===== src/rtl/rail_fence_cipher_defines.svh =====
// ----------------------------------------------------------------------------
// Rail fence cipher assertion macros
// Shared property macros used by the top module and the zigzag walker of the rail fence block.
// ----------------------------------------------------------------------------
`ifndef RAIL_FENCE_CIPHER_DEFINES_SVH
`define RAIL_FENCE_CIPHER_DEFINES_SVH

// Same-cycle implication, sampled on clk_i, quiet while reset is asserted.
`define RFC_ASSERT_IMP(label, ante, cons) \
  label: assert property (@(posedge clk_i) disable iff (!rst_ni) (ante) |-> (cons)) \
    else $error("rail fence same-cycle check failed");

// Next-cycle implication, sampled on clk_i, quiet while reset is asserted.
`define RFC_ASSERT_NXT(label, ante, cons) \
  label: assert property (@(posedge clk_i) disable iff (!rst_ni) (ante) |=> (cons)) \
    else $error("rail fence next-cycle check failed");

`endif


===== src/rtl/rfc_pkg.sv =====
// ----------------------------------------------------------------------------
// Rail fence cipher package
// Widths, reset values, codes and shared types of the rail fence block.
// ----------------------------------------------------------------------------
`default_nettype none

package rfc_pkg;

  // Fixed field widths.
  localparam int unsigned CHAR_W  = 8;
  localparam int unsigned RAILS_W = 7;
  // Period of the zigzag is 2*(rails-1), at most 252.
  localparam int unsigned STEP_W  = 8;

  // Default message buffer depth.
  localparam int unsigned MAX_LEN = 64;

  // Register reset values.
  localparam logic [RAILS_W-1:0] RAILS_RESET = 7'd3;
  localparam logic               MODE_RESET  = 1'b0;

  // Configuration register indexes.
  typedef enum logic [0:0] {
    REG_NUM_RAILS    = 1'b0,
    REG_DECRYPT_MODE = 1'b1
  } rfc_reg_e;

  // Sequencer states.
  typedef enum logic [2:0] {
    ST_LOAD,
    ST_WAIT,
    ST_ENC_EMIT,
    ST_DEC_COPY,
    ST_DEC_START,
    ST_DEC_EMIT
  } rfc_state_e;

  // Commands from the sequencer to the zigzag walker.
  typedef struct packed {
    logic start;    // load the walker for a new pass
    logic ident;    // walk positions in plain order
    logic advance;  // consume the current position
  } rfc_walk_ctrl_t;

  // Status from the zigzag walker.
  typedef struct packed {
    logic valid;    // current position lies inside the message
    logic last;     // current position is the final one of the pass
    logic done;     // every position of the pass has been consumed
  } rfc_walk_stat_t;

endpackage

`default_nettype wire


===== src/rtl/rail_fence_cipher.sv =====
// ----------------------------------------------------------------------------
// Rail fence cipher
// Buffers a message byte by byte and emits it through a rail fence
// transposition, encrypting or decrypting.
// ----------------------------------------------------------------------------
//
//   Channel | Signals                                        | Direction
//   --------+------------------------------------------------+----------
//   in      | in_valid_i, in_ready_o, in_char_i, in_last_i   | input
//   out     | out_valid_o, out_ready_i, out_char_o,          | output
//           | out_last_o, overflow_o                         |
//   cfg     | cfg_we_i, cfg_addr_i, cfg_wdata_i              | input
//
// While loading, the block accepts a byte whenever one is offered. After the
// last byte the block waits for the output register to drain, then the zigzag
// walker (one shared position adder) emits one byte per cycle, pausing at each
// rail change, for encryption. Decryption first permutes into a second buffer
// with the same walker, then reads it out in order. Output stalls hold the
// walker. Reset restores 3 rails and encryption and empties the buffer count;
// the buffers themselves are not cleared.
//
`default_nettype none

`include "rail_fence_cipher_defines.svh"

module rail_fence_cipher #(
  parameter int unsigned MaxLen = rfc_pkg::MAX_LEN
) (
  input  wire logic                          clk_i,
  input  wire logic                          rst_ni,
  // Configuration writes.
  input  wire logic                          cfg_we_i,
  input  wire logic [0:0]                    cfg_addr_i,
  input  wire logic [rfc_pkg::RAILS_W-1:0]   cfg_wdata_i,
  // Message bytes in.
  input  wire logic                          in_valid_i,
  output logic                               in_ready_o,
  input  wire logic [rfc_pkg::CHAR_W-1:0]    in_char_i,
  input  wire logic                          in_last_i,
  // Transposed bytes out.
  output logic                               out_valid_o,
  input  wire logic                          out_ready_i,
  output logic      [rfc_pkg::CHAR_W-1:0]    out_char_o,
  output logic                               out_last_o,
  output logic                               overflow_o
);

  localparam int unsigned AW = $clog2(MaxLen);
  localparam int unsigned CW = $clog2(MaxLen + 1);
  localparam int unsigned DW = rfc_pkg::CHAR_W;

  rfc_pkg::rfc_state_e     state_q, state_d;
  rfc_pkg::rfc_walk_ctrl_t walk_ctrl;
  rfc_pkg::rfc_walk_stat_t walk_stat;

  logic [rfc_pkg::RAILS_W-1:0] rails_q;
  logic                        mode_q;
  logic [CW-1:0]               count_q;
  logic                        dropped_q;

  logic [AW-1:0] walk_pos;
  logic [AW-1:0] walk_idx;

  logic          in_xfer;
  logic          room;
  logic          out_free;
  logic          msg_we;
  logic          msg_re;
  logic [AW-1:0] msg_raddr;
  logic [DW-1:0] msg_rdata;
  logic          res_re;
  logic [DW-1:0] res_rdata;
  logic          wr_pend_q, wr_pend_d;
  logic [AW-1:0] wr_addr_q, wr_addr_d;
  logic          out_load;
  logic          out_from_res;
  logic          clear;

  logic          out_valid_q;
  logic          out_last_q;
  logic          out_ovf_q;
  logic          out_sel_q;

  // Configuration registers.
  always_ff @(posedge clk_i or negedge rst_ni) begin
    if (!rst_ni) begin
      rails_q <= rfc_pkg::RAILS_RESET;
      mode_q  <= rfc_pkg::MODE_RESET;
    end else if (cfg_we_i) begin
      unique case (rfc_pkg::rfc_reg_e'(cfg_addr_i))
        rfc_pkg::REG_NUM_RAILS:    rails_q <= cfg_wdata_i;
        rfc_pkg::REG_DECRYPT_MODE: mode_q  <= cfg_wdata_i[0];
        default: ;
      endcase
    end
  end

  // Input handshake and buffer write.
  assign in_ready_o = (state_q == rfc_pkg::ST_LOAD);
  assign in_xfer    = in_valid_i && in_ready_o;
  assign room       = (count_q < CW'(MaxLen));
  assign msg_we     = in_xfer && room;
  assign out_free   = !out_valid_q || out_ready_i;

  // Sequencer: next state and per-state controls.
  always_comb begin
    state_d           = state_q;
    walk_ctrl.start   = 1'b0;
    walk_ctrl.ident   = 1'b0;
    walk_ctrl.advance = 1'b0;
    msg_re            = 1'b0;
    msg_raddr         = walk_pos;
    res_re            = 1'b0;
    wr_pend_d         = 1'b0;
    wr_addr_d         = walk_pos;
    out_load          = 1'b0;
    out_from_res      = 1'b0;
    clear             = 1'b0;
    unique case (state_q)
      rfc_pkg::ST_LOAD: begin
        if (in_xfer && in_last_i) begin
          state_d = rfc_pkg::ST_WAIT;
        end
      end
      rfc_pkg::ST_WAIT: begin
        // The read registers double as the output register, so drain first.
        if (!out_valid_q) begin
          walk_ctrl.start = 1'b1;
          state_d = mode_q ? rfc_pkg::ST_DEC_COPY : rfc_pkg::ST_ENC_EMIT;
        end
      end
      rfc_pkg::ST_ENC_EMIT: begin
        msg_re            = walk_stat.valid && out_free;
        walk_ctrl.advance = msg_re;
        out_load          = msg_re;
        if (walk_stat.done) begin
          clear   = 1'b1;
          state_d = rfc_pkg::ST_LOAD;
        end
      end
      rfc_pkg::ST_DEC_COPY: begin
        // Byte k of the message lands at the k-th rail-major position.
        msg_re            = walk_stat.valid;
        msg_raddr         = walk_idx;
        walk_ctrl.advance = walk_stat.valid;
        wr_pend_d         = walk_stat.valid;
        if (walk_stat.done) begin
          state_d = rfc_pkg::ST_DEC_START;
        end
      end
      rfc_pkg::ST_DEC_START: begin
        walk_ctrl.start = 1'b1;
        walk_ctrl.ident = 1'b1;
        state_d         = rfc_pkg::ST_DEC_EMIT;
      end
      rfc_pkg::ST_DEC_EMIT: begin
        res_re            = walk_stat.valid && out_free;
        walk_ctrl.advance = res_re;
        out_load          = res_re;
        out_from_res      = 1'b1;
        if (walk_stat.done) begin
          clear   = 1'b1;
          state_d = rfc_pkg::ST_LOAD;
        end
      end
      default: begin
        state_d = rfc_pkg::ST_LOAD;
      end
    endcase
  end

  // State, byte count and drop flag.
  always_ff @(posedge clk_i or negedge rst_ni) begin
    if (!rst_ni) begin
      state_q   <= rfc_pkg::ST_LOAD;
      count_q   <= '0;
      dropped_q <= 1'b0;
      wr_pend_q <= 1'b0;
    end else begin
      state_q   <= state_d;
      wr_pend_q <= wr_pend_d;
      if (clear) begin
        count_q   <= '0;
        dropped_q <= 1'b0;
      end else if (in_xfer) begin
        if (room) begin
          count_q <= CW'(count_q + CW'(1));
        end else begin
          dropped_q <= 1'b1;
        end
      end
    end
  end

  // Delayed write address for the permutation copy.
  always_ff @(posedge clk_i) begin
    wr_addr_q <= wr_addr_d;
  end

  // Output register: valid, flags and source select; data sits in the RAMs.
  always_ff @(posedge clk_i or negedge rst_ni) begin
    if (!rst_ni) begin
      out_valid_q <= 1'b0;
      out_last_q  <= 1'b0;
      out_ovf_q   <= 1'b0;
      out_sel_q   <= 1'b0;
    end else if (out_load) begin
      out_valid_q <= 1'b1;
      out_last_q  <= walk_stat.last;
      out_ovf_q   <= dropped_q;
      out_sel_q   <= out_from_res;
    end else if (out_ready_i) begin
      out_valid_q <= 1'b0;
    end
  end

  assign out_valid_o = out_valid_q;
  assign out_last_o  = out_last_q;
  assign overflow_o  = out_ovf_q;
  assign out_char_o  = out_sel_q ? res_rdata : msg_rdata;

  // Zigzag walker.
  rfc_walker #(
    .MaxLen (MaxLen)
  ) u_walker (
    .clk_i   (clk_i),
    .rst_ni  (rst_ni),
    .ctrl_i  (walk_ctrl),
    .len_i   (count_q),
    .rails_i (rails_q),
    .stat_o  (walk_stat),
    .pos_o   (walk_pos),
    .idx_o   (walk_idx)
  );

  // Message buffer, in arrival order.
  rfc_ram #(
    .Depth (MaxLen),
    .Width (DW)
  ) u_msg_ram (
    .clk_i   (clk_i),
    .we_i    (msg_we),
    .waddr_i (count_q[AW-1:0]),
    .wdata_i (in_char_i),
    .re_i    (msg_re),
    .raddr_i (msg_raddr),
    .rdata_o (msg_rdata)
  );

  // Result buffer for decryption, in plaintext order.
  rfc_ram #(
    .Depth (MaxLen),
    .Width (DW)
  ) u_res_ram (
    .clk_i   (clk_i),
    .we_i    (wr_pend_q),
    .waddr_i (wr_addr_q),
    .wdata_i (msg_rdata),
    .re_i    (res_re),
    .raddr_i (walk_pos),
    .rdata_o (res_rdata)
  );

  // The byte count never runs past the buffer depth.
  `RFC_ASSERT_IMP(a_count_bound, 1'b1, count_q <= CW'(MaxLen))
  // Result buffer writes happen only in the copy state or in the state right after it.
  `RFC_ASSERT_IMP(a_res_write_phase, wr_pend_q,
                  (state_q == rfc_pkg::ST_DEC_COPY) || (state_q == rfc_pkg::ST_DEC_START))
  // A new pass never starts while a result still waits in the output register.
  `RFC_ASSERT_IMP(a_start_drained, walk_ctrl.start && (state_q == rfc_pkg::ST_WAIT),
                  !out_valid_q)

endmodule

`default_nettype wire


===== src/rtl/rfc_ram.sv =====
// ----------------------------------------------------------------------------
// Rail fence byte buffer
// Simple dual-port RAM: one write port and one registered read port.
// ----------------------------------------------------------------------------
`default_nettype none

module rfc_ram #(
  parameter int unsigned Depth = rfc_pkg::MAX_LEN,
  parameter int unsigned Width = rfc_pkg::CHAR_W
) (
  input  wire logic                     clk_i,
  input  wire logic                     we_i,
  input  wire logic [$clog2(Depth)-1:0] waddr_i,
  input  wire logic [Width-1:0]         wdata_i,
  input  wire logic                     re_i,
  input  wire logic [$clog2(Depth)-1:0] raddr_i,
  output logic      [Width-1:0]         rdata_o
);

  logic [Width-1:0] mem_q [Depth];

  // Write port.
  always_ff @(posedge clk_i) begin
    if (we_i) begin
      mem_q[waddr_i] <= wdata_i;
    end
  end

  // Read port; the data register holds while no read is issued.
  always_ff @(posedge clk_i) begin
    if (re_i) begin
      rdata_o <= mem_q[raddr_i];
    end
  end

endmodule

`default_nettype wire


===== src/rtl/rfc_walker.sv =====
// ----------------------------------------------------------------------------
// Rail fence zigzag walker
// Steps through message positions rail by rail with one shared position adder.
// ----------------------------------------------------------------------------
`default_nettype none

`include "rail_fence_cipher_defines.svh"

module rfc_walker #(
  parameter int unsigned MaxLen = rfc_pkg::MAX_LEN
) (
  input  wire logic                          clk_i,
  input  wire logic                          rst_ni,
  input  wire rfc_pkg::rfc_walk_ctrl_t       ctrl_i,
  input  wire logic [$clog2(MaxLen+1)-1:0]   len_i,
  input  wire logic [rfc_pkg::RAILS_W-1:0]   rails_i,
  output rfc_pkg::rfc_walk_stat_t            stat_o,
  output logic      [$clog2(MaxLen)-1:0]     pos_o,
  output logic      [$clog2(MaxLen)-1:0]     idx_o
);

  localparam int unsigned AW = $clog2(MaxLen);
  localparam int unsigned CW = $clog2(MaxLen + 1);
  // A position may overshoot the message by up to one period.
  localparam int unsigned PW = $clog2(MaxLen + 2**rfc_pkg::STEP_W);
  localparam int unsigned SW = rfc_pkg::STEP_W;
  localparam int unsigned RW = rfc_pkg::RAILS_W;

  logic [PW-1:0] pos_q, pos_d;
  logic [CW-1:0] k_q, k_d;
  logic [RW-1:0] rail_q, rail_d;
  logic [SW-1:0] period_q, period_d;
  logic [SW-1:0] step_a_q, step_a_d;
  logic [SW-1:0] step_b_q, step_b_d;
  logic          phase_q, phase_d;

  logic          done;
  logic          in_range;
  logic          use_period;
  logic [SW-1:0] step;
  logic [SW-1:0] period_init;
  logic [PW-1:0] pos_sum;
  logic [RW-1:0] rail_nxt;

  // Status of the current position.
  always_comb begin
    done          = (k_q == len_i);
    in_range      = (pos_q < PW'(len_i));
    stat_o.valid  = !done && in_range;
    stat_o.done   = done;
    stat_o.last   = (CW'(k_q + CW'(1)) == len_i);
  end

  assign pos_o = pos_q[AW-1:0];
  assign idx_o = k_q[AW-1:0];

  // Step selection and the shared position adder. Top and bottom rails step
  // by a whole period; middle rails alternate between the two partial steps.
  always_comb begin
    use_period = (step_a_q == '0) || (step_b_q == '0);
    if (use_period) begin
      step = period_q;
    end else if (phase_q) begin
      step = step_b_q;
    end else begin
      step = step_a_q;
    end
    pos_sum  = PW'(pos_q + PW'(step));
    rail_nxt = RW'(rail_q + RW'(1));
    // One rail or none, or the identity walk, walks the message in order with a period of one.
    if (ctrl_i.ident || (rails_i <= RW'(1))) begin
      period_init = SW'(1);
    end else begin
      period_init = SW'({RW'(rails_i - RW'(1)), 1'b0});
    end
  end

  // Next state of the walker.
  always_comb begin
    pos_d    = pos_q;
    k_d      = k_q;
    rail_d   = rail_q;
    period_d = period_q;
    step_a_d = step_a_q;
    step_b_d = step_b_q;
    phase_d  = phase_q;
    priority if (ctrl_i.start) begin
      pos_d    = '0;
      k_d      = '0;
      rail_d   = '0;
      period_d = period_init;
      step_a_d = period_init;
      step_b_d = '0;
      phase_d  = 1'b0;
    end else if (ctrl_i.advance && stat_o.valid) begin
      pos_d   = pos_sum;
      k_d     = CW'(k_q + CW'(1));
      phase_d = !phase_q;
    end else if (!done && !in_range) begin
      // Current rail exhausted: move to the first position of the next rail.
      rail_d   = rail_nxt;
      pos_d    = PW'(rail_nxt);
      step_a_d = SW'(step_a_q - SW'(2));
      step_b_d = SW'(step_b_q + SW'(2));
      phase_d  = 1'b0;
    end else begin
      // Pass finished or position waiting to be consumed: hold.
    end
  end

  // Walker registers.
  always_ff @(posedge clk_i or negedge rst_ni) begin
    if (!rst_ni) begin
      pos_q    <= '0;
      k_q      <= '0;
      rail_q   <= '0;
      period_q <= SW'(1);
      step_a_q <= SW'(1);
      step_b_q <= '0;
      phase_q  <= 1'b0;
    end else begin
      pos_q    <= pos_d;
      k_q      <= k_d;
      rail_q   <= rail_d;
      period_q <= period_d;
      step_a_q <= step_a_d;
      step_b_q <= step_b_d;
      phase_q  <= phase_d;
    end
  end

  // A new pass starts at the first position with nothing consumed.
  `RFC_ASSERT_NXT(a_start_resets, ctrl_i.start, (k_q == '0) && (pos_q == '0))
  // The sequencer consumes a position only when one is offered.
  `RFC_ASSERT_IMP(a_advance_valid, ctrl_i.advance, stat_o.valid)
  // Each consumed position bumps the count by exactly one.
  `RFC_ASSERT_NXT(a_count_step, ctrl_i.advance && !ctrl_i.start,
                  k_q == CW'($past(k_q) + CW'(1)))

endmodule

`default_nettype wire


===== config.mk =====
export PLATFORM = sky130hd
export DESIGN_NAME = rail_fence_cipher
export DESIGN_NICKNAME = d
export VERILOG_FILES = /design/src/rtl/rfc_pkg.sv /design/src/rtl/rail_fence_cipher.sv /design/src/rtl/rfc_ram.sv /design/src/rtl/rfc_walker.sv
export VERILOG_INCLUDE_DIRS = /design/src /design/src/rtl
export SDC_FILE = /design/constraint.sdc
export NUM_CORES = 1
export LEC_CHECK = 0
export BUFFER_PORTS_ARGS = -buffer_cell sky130_fd_sc_hd__buf_2
export CAP_MARGIN = 10
export CORE_ASPECT_RATIO = 1.1
export CORE_MARGIN = 2
export CORE_UTILIZATION = 63
export DETAILED_ROUTE_END_ITERATION = 8
export PLACE_DENSITY = 0.79
export SYNTH_ARGS = -nofsm -noshare
export SYNTH_HDL_FRONTEND = slang
export SYNTH_SLANG_ARGS = --single-unit

===== constraint.sdc =====
create_clock -name clk_i -period 4.6 [get_ports clk_i]
set_input_delay 0.46 -clock clk_i [delete_from_list [all_inputs] [get_ports clk_i]]
set_output_delay 0.46 -clock clk_i [all_outputs]
set_load 0.02 [all_outputs]

==> out/qor.txt <==
Dpl ws - 924 ps
Final min period - 3760 ps
Yosys reg bits - 1117
Maximum vdd drop - 0.590 mV
NumNets Final - 2775
Detail Route Antenna Nets - 0
Placer Congestion - 0.875
Vias per cell - 6.63
Critical-path maximum fanout - 27
Critical path, cell by cell - nand3b_2 > buf_4 > mux2i_4 > buf_4 > a31oi_1 > a221oi_1 > a211oi_1
Syn nets - 2734
Via count - 25000
# DRC - 0
Die W - 261 um
Die Y-Extent - 287 um
Detailed Route Iter0 Violations - 3300
Fmax - 0.266 GHz
Post-Synthesis Cells - 2690
Routed len/inst - 27.9 um
Setup TNS - 0 ps
Global-route wire length before repair - 158000 um
Clock power share - 25.7%
Crit-path max cell delay - 910 ps
Synth unique cells - 64
Final Setup Violations - 0
CP arrival - 4150 ps
Layout cells sized above 1 - 16.3%
Slew Limit Fails - 0
Vias in the first global route - 25100
Dpl cell area - 0.0470 mm2
Slowest CP cell - mux2i_4
Seq pwr share - 38.0%
Worst-path clk slew - 60 ps
Total gr overflow - 0
Crit Path Class - register to register
Count of buffers from port buffering - 33
CTS Buf Count - 107
Clk Latency, worst-skew pair - 670 ps
CTS tree - built
CTS Sinks - 1117
Die area - 0.0749 mm2
Worst endpoint required time - 4990 ps
CP endpoint kind - register
Post-CTS Setup Bufs - 0
Synth Flop Type - edfxtp_1
Initial DRT Pass Iterations - 6
Avg Cell Area, Syn - 17.0 um2
Tcrit/Tclk final - 81.7%
Post-cts sizing count - 0
Area Growth Syn to Fin - 10.2%
Sw Pwr - 0.0120 W
Global-route total usage across every layer - 28.7%
Number of diodes - 0
Pwr/cell area - 675 mW/mm2
IO Count - 34
Max Cap Viol - 0
Worst-margin pin slew - 1140 ps
Sequential share of the synthesized area - 72.3%
Final hold slack - 30.4 ps
Syn. warnings - 0
Initial antenna violation count - 0
Final hold vios - 0
Power Internal - 0.0221 W
Final WS setup - 842 ps
Slew Limit Headroom - 23.3%
Num rows - 103
RSZ-0062 raised after global routing - false
Leak - 17.2 nW
Post-Route Skew - 28.0 ps
Area of the core - 0.0719 mm2
Drt total wl - 105000 um
Combinational power share - 36.2%
H-tree Lvls - 3
Area of the mapped netlist - 0.0458 mm2
Sw frac - 35.2%
DP HPWL - 61500 um
Largest net degree at the start of global routing - 130
Clk buf depth - 3
Initial core utilization - 63.7%
Status - finished clean
Hold Crit Class - input pin to register
CP most frequent cell - buf_4
Root buffer cell - clkbuf_16
Crit start category - register
Post-synth EDFFs - 1040
Final Instance Area - 0.0505 mm2
Asr flop ratio synth - 6.36%
## critical path, delay by kind of cell, from the launching register on
| family | cells | cell delay [ps] |
|---|---|---|
| DFF | 1 | 570 |
| buffers and inverters | 2 | 700 |
| and+or+nand+nor | 1 | 300 |
| AOI/OAI and AO/OA | 3 | 970 |
| muxes | 1 | 910 |
## state kept, by name (all words and copies together), names as in the netlist, 8 cells and up
signal / flops
u_walker.step_a_q: 8
u_walker.period_q: 8
u_res_ram.rdata_o: 8
u_res_ram.mem_q: 512
u_msg_ram.mem_q: 512
u_walker.pos_q: 9
u_msg_ram.rdata_o: 8
## cell type report
class | instances | area [um2]
Fill cell | 4256 | 21400
Clock buffer | 134 | 2820
Timing Repair Buffer | 87 | 681
Multi-Input combinational cell | 1380 | 11900
Clock inverter | 67 | 698
Tap cell | 945 | 1180
Inverter | 38 | 143
Sequential cell | 1117 | 33100
## cells by family (layout without fill, tap and decap cells)
group           Yosys count  in the layout  synth area share, %
buf+inv                 193            326                 1.95
fa+ha+maj                22             22                0.617
compound gates          264            264                 4.21
flops                  1117           1117                 72.3
mux                     431            431                 14.1
simple gates            619            619                 6.02
xor+xnor                 44             44                0.841
## cell usage in the layout (no fill, tap or decap), types with 15 or more instances in the layout
| master | synthesis | final |
|---|---|---|
| edfxtp_1 | 1040 | 1040 |
| a21oi_1 | 27 | 25 |
| a31oi_1 | 22 | 22 |
| nor3_1 | 16 | 16 |
| o21ai_0 | 28 | 28 |
| inv_1 | 38 | 38 |
| mux2_2 | 26 | 25 |
| a221oi_1 | 16 | 16 |
| clkinv_1 | 0 | 15 |
| xor2_1 | 18 | 18 |
| buf_4 | 9 | 44 |
| a32oi_1 | 18 | 18 |
| dfrtp_1 | 67 | 64 |
| nand2_1 | 238 | 238 |
| and3_1 | 40 | 40 |
| a32o_1 | 16 | 16 |
| ha_1 | 21 | 21 |
| buf_2 | 52 | 32 |
| xnor2_1 | 26 | 26 |
| clkinv_2 | 0 | 25 |
| mux2i_1 | 237 | 236 |
| a211oi_1 | 73 | 73 |
| o32ai_1 | 17 | 17 |
| nor2_1 | 182 | 180 |
| clkbuf_1 | 68 | 23 |
| clkbuf_16 | 0 | 107 |
| mux4_2 | 168 | 168 |
| and2_1 | 19 | 19 |
| nand3_1 | 61 | 61 |
## metal layers
metal  global-route usage [%]  routed length, um
met1                     39.4              39600
met2                     46.5              52500
met3                     3.95               8240
met4                     12.9               4760
met5                        0                  0
## final timing paths
check	slack (ps)	depth (start not counted)	start	to
max	840	7	state_q[2]	u_msg_ram.rdata_o[7]
min	30	2	cfg_wdata_i[6]	rails_q[6]
max reg2reg	840	7	state_q[2]	u_msg_ram.rdata_o[7]
min reg2reg	490	1	u_walker.period_q[5]	u_walker.period_q[5]
max in group asynchronous	3460	2	rst_ni	u_walker.pos_q[1]
min in group asynchronous	470	2	rst_ni	rails_q[3]
## through the flow
stage          cells  util [%]  power, W
2_1_floorplan   2690         -    0.0216
3_3_place_gp    3564      65.3    0.0250
3_5_place_dp    3564      65.3    0.0253
4_1_cts         3768      70.3    0.0341
5_1_grt         3768      70.3    0.0353
6_report        3768      70.3    0.0341
## power groups by stage
stage	registers [W]	clock network (W)	logic, W
floorplan	0.0131	0	0.00845
global placement	0.0131	0	0.0119
detailed placement	0.0131	0	0.0121
CTS	0.0129	0.00884	0.0123
global route	0.0130	0.00923	0.0131
finish	0.0130	0.00877	0.0123
## cell usage after synthesis, types with 18 or more instances
| cell type | number | area (um2) |
|---|---|---|
| nand3_1 | 61 | 305 |
| dfrtp_1 | 67 | 1680 |
| xor2_1 | 18 | 158 |
| inv_1 | 38 | 143 |
| nor2_1 | 182 | 683 |
| clkbuf_1 | 68 | 255 |
| and2_1 | 19 | 119 |
| buf_2 | 52 | 260 |
| a21oi_1 | 27 | 135 |
| a211oi_1 | 73 | 548 |
| mux4_2 | 168 | 3780 |
| xnor2_1 | 26 | 228 |
| a31oi_1 | 22 | 138 |
| nand2_1 | 238 | 893 |
| edfxtp_1 | 1040 | 31200 |
| mux2i_1 | 237 | 2370 |
| and3_1 | 40 | 250 |
| ha_1 | 21 | 263 |
| a32oi_1 | 18 | 158 |
| o21ai_0 | 28 | 140 |
| mux2_2 | 26 | 293 |
## what timing repair did
item	CTS	global route
hold buffers	3	0
endpoints found under the setup margin	0	0
endpoints found under the hold margin	69	0
(Power assumes the default switching activity.)
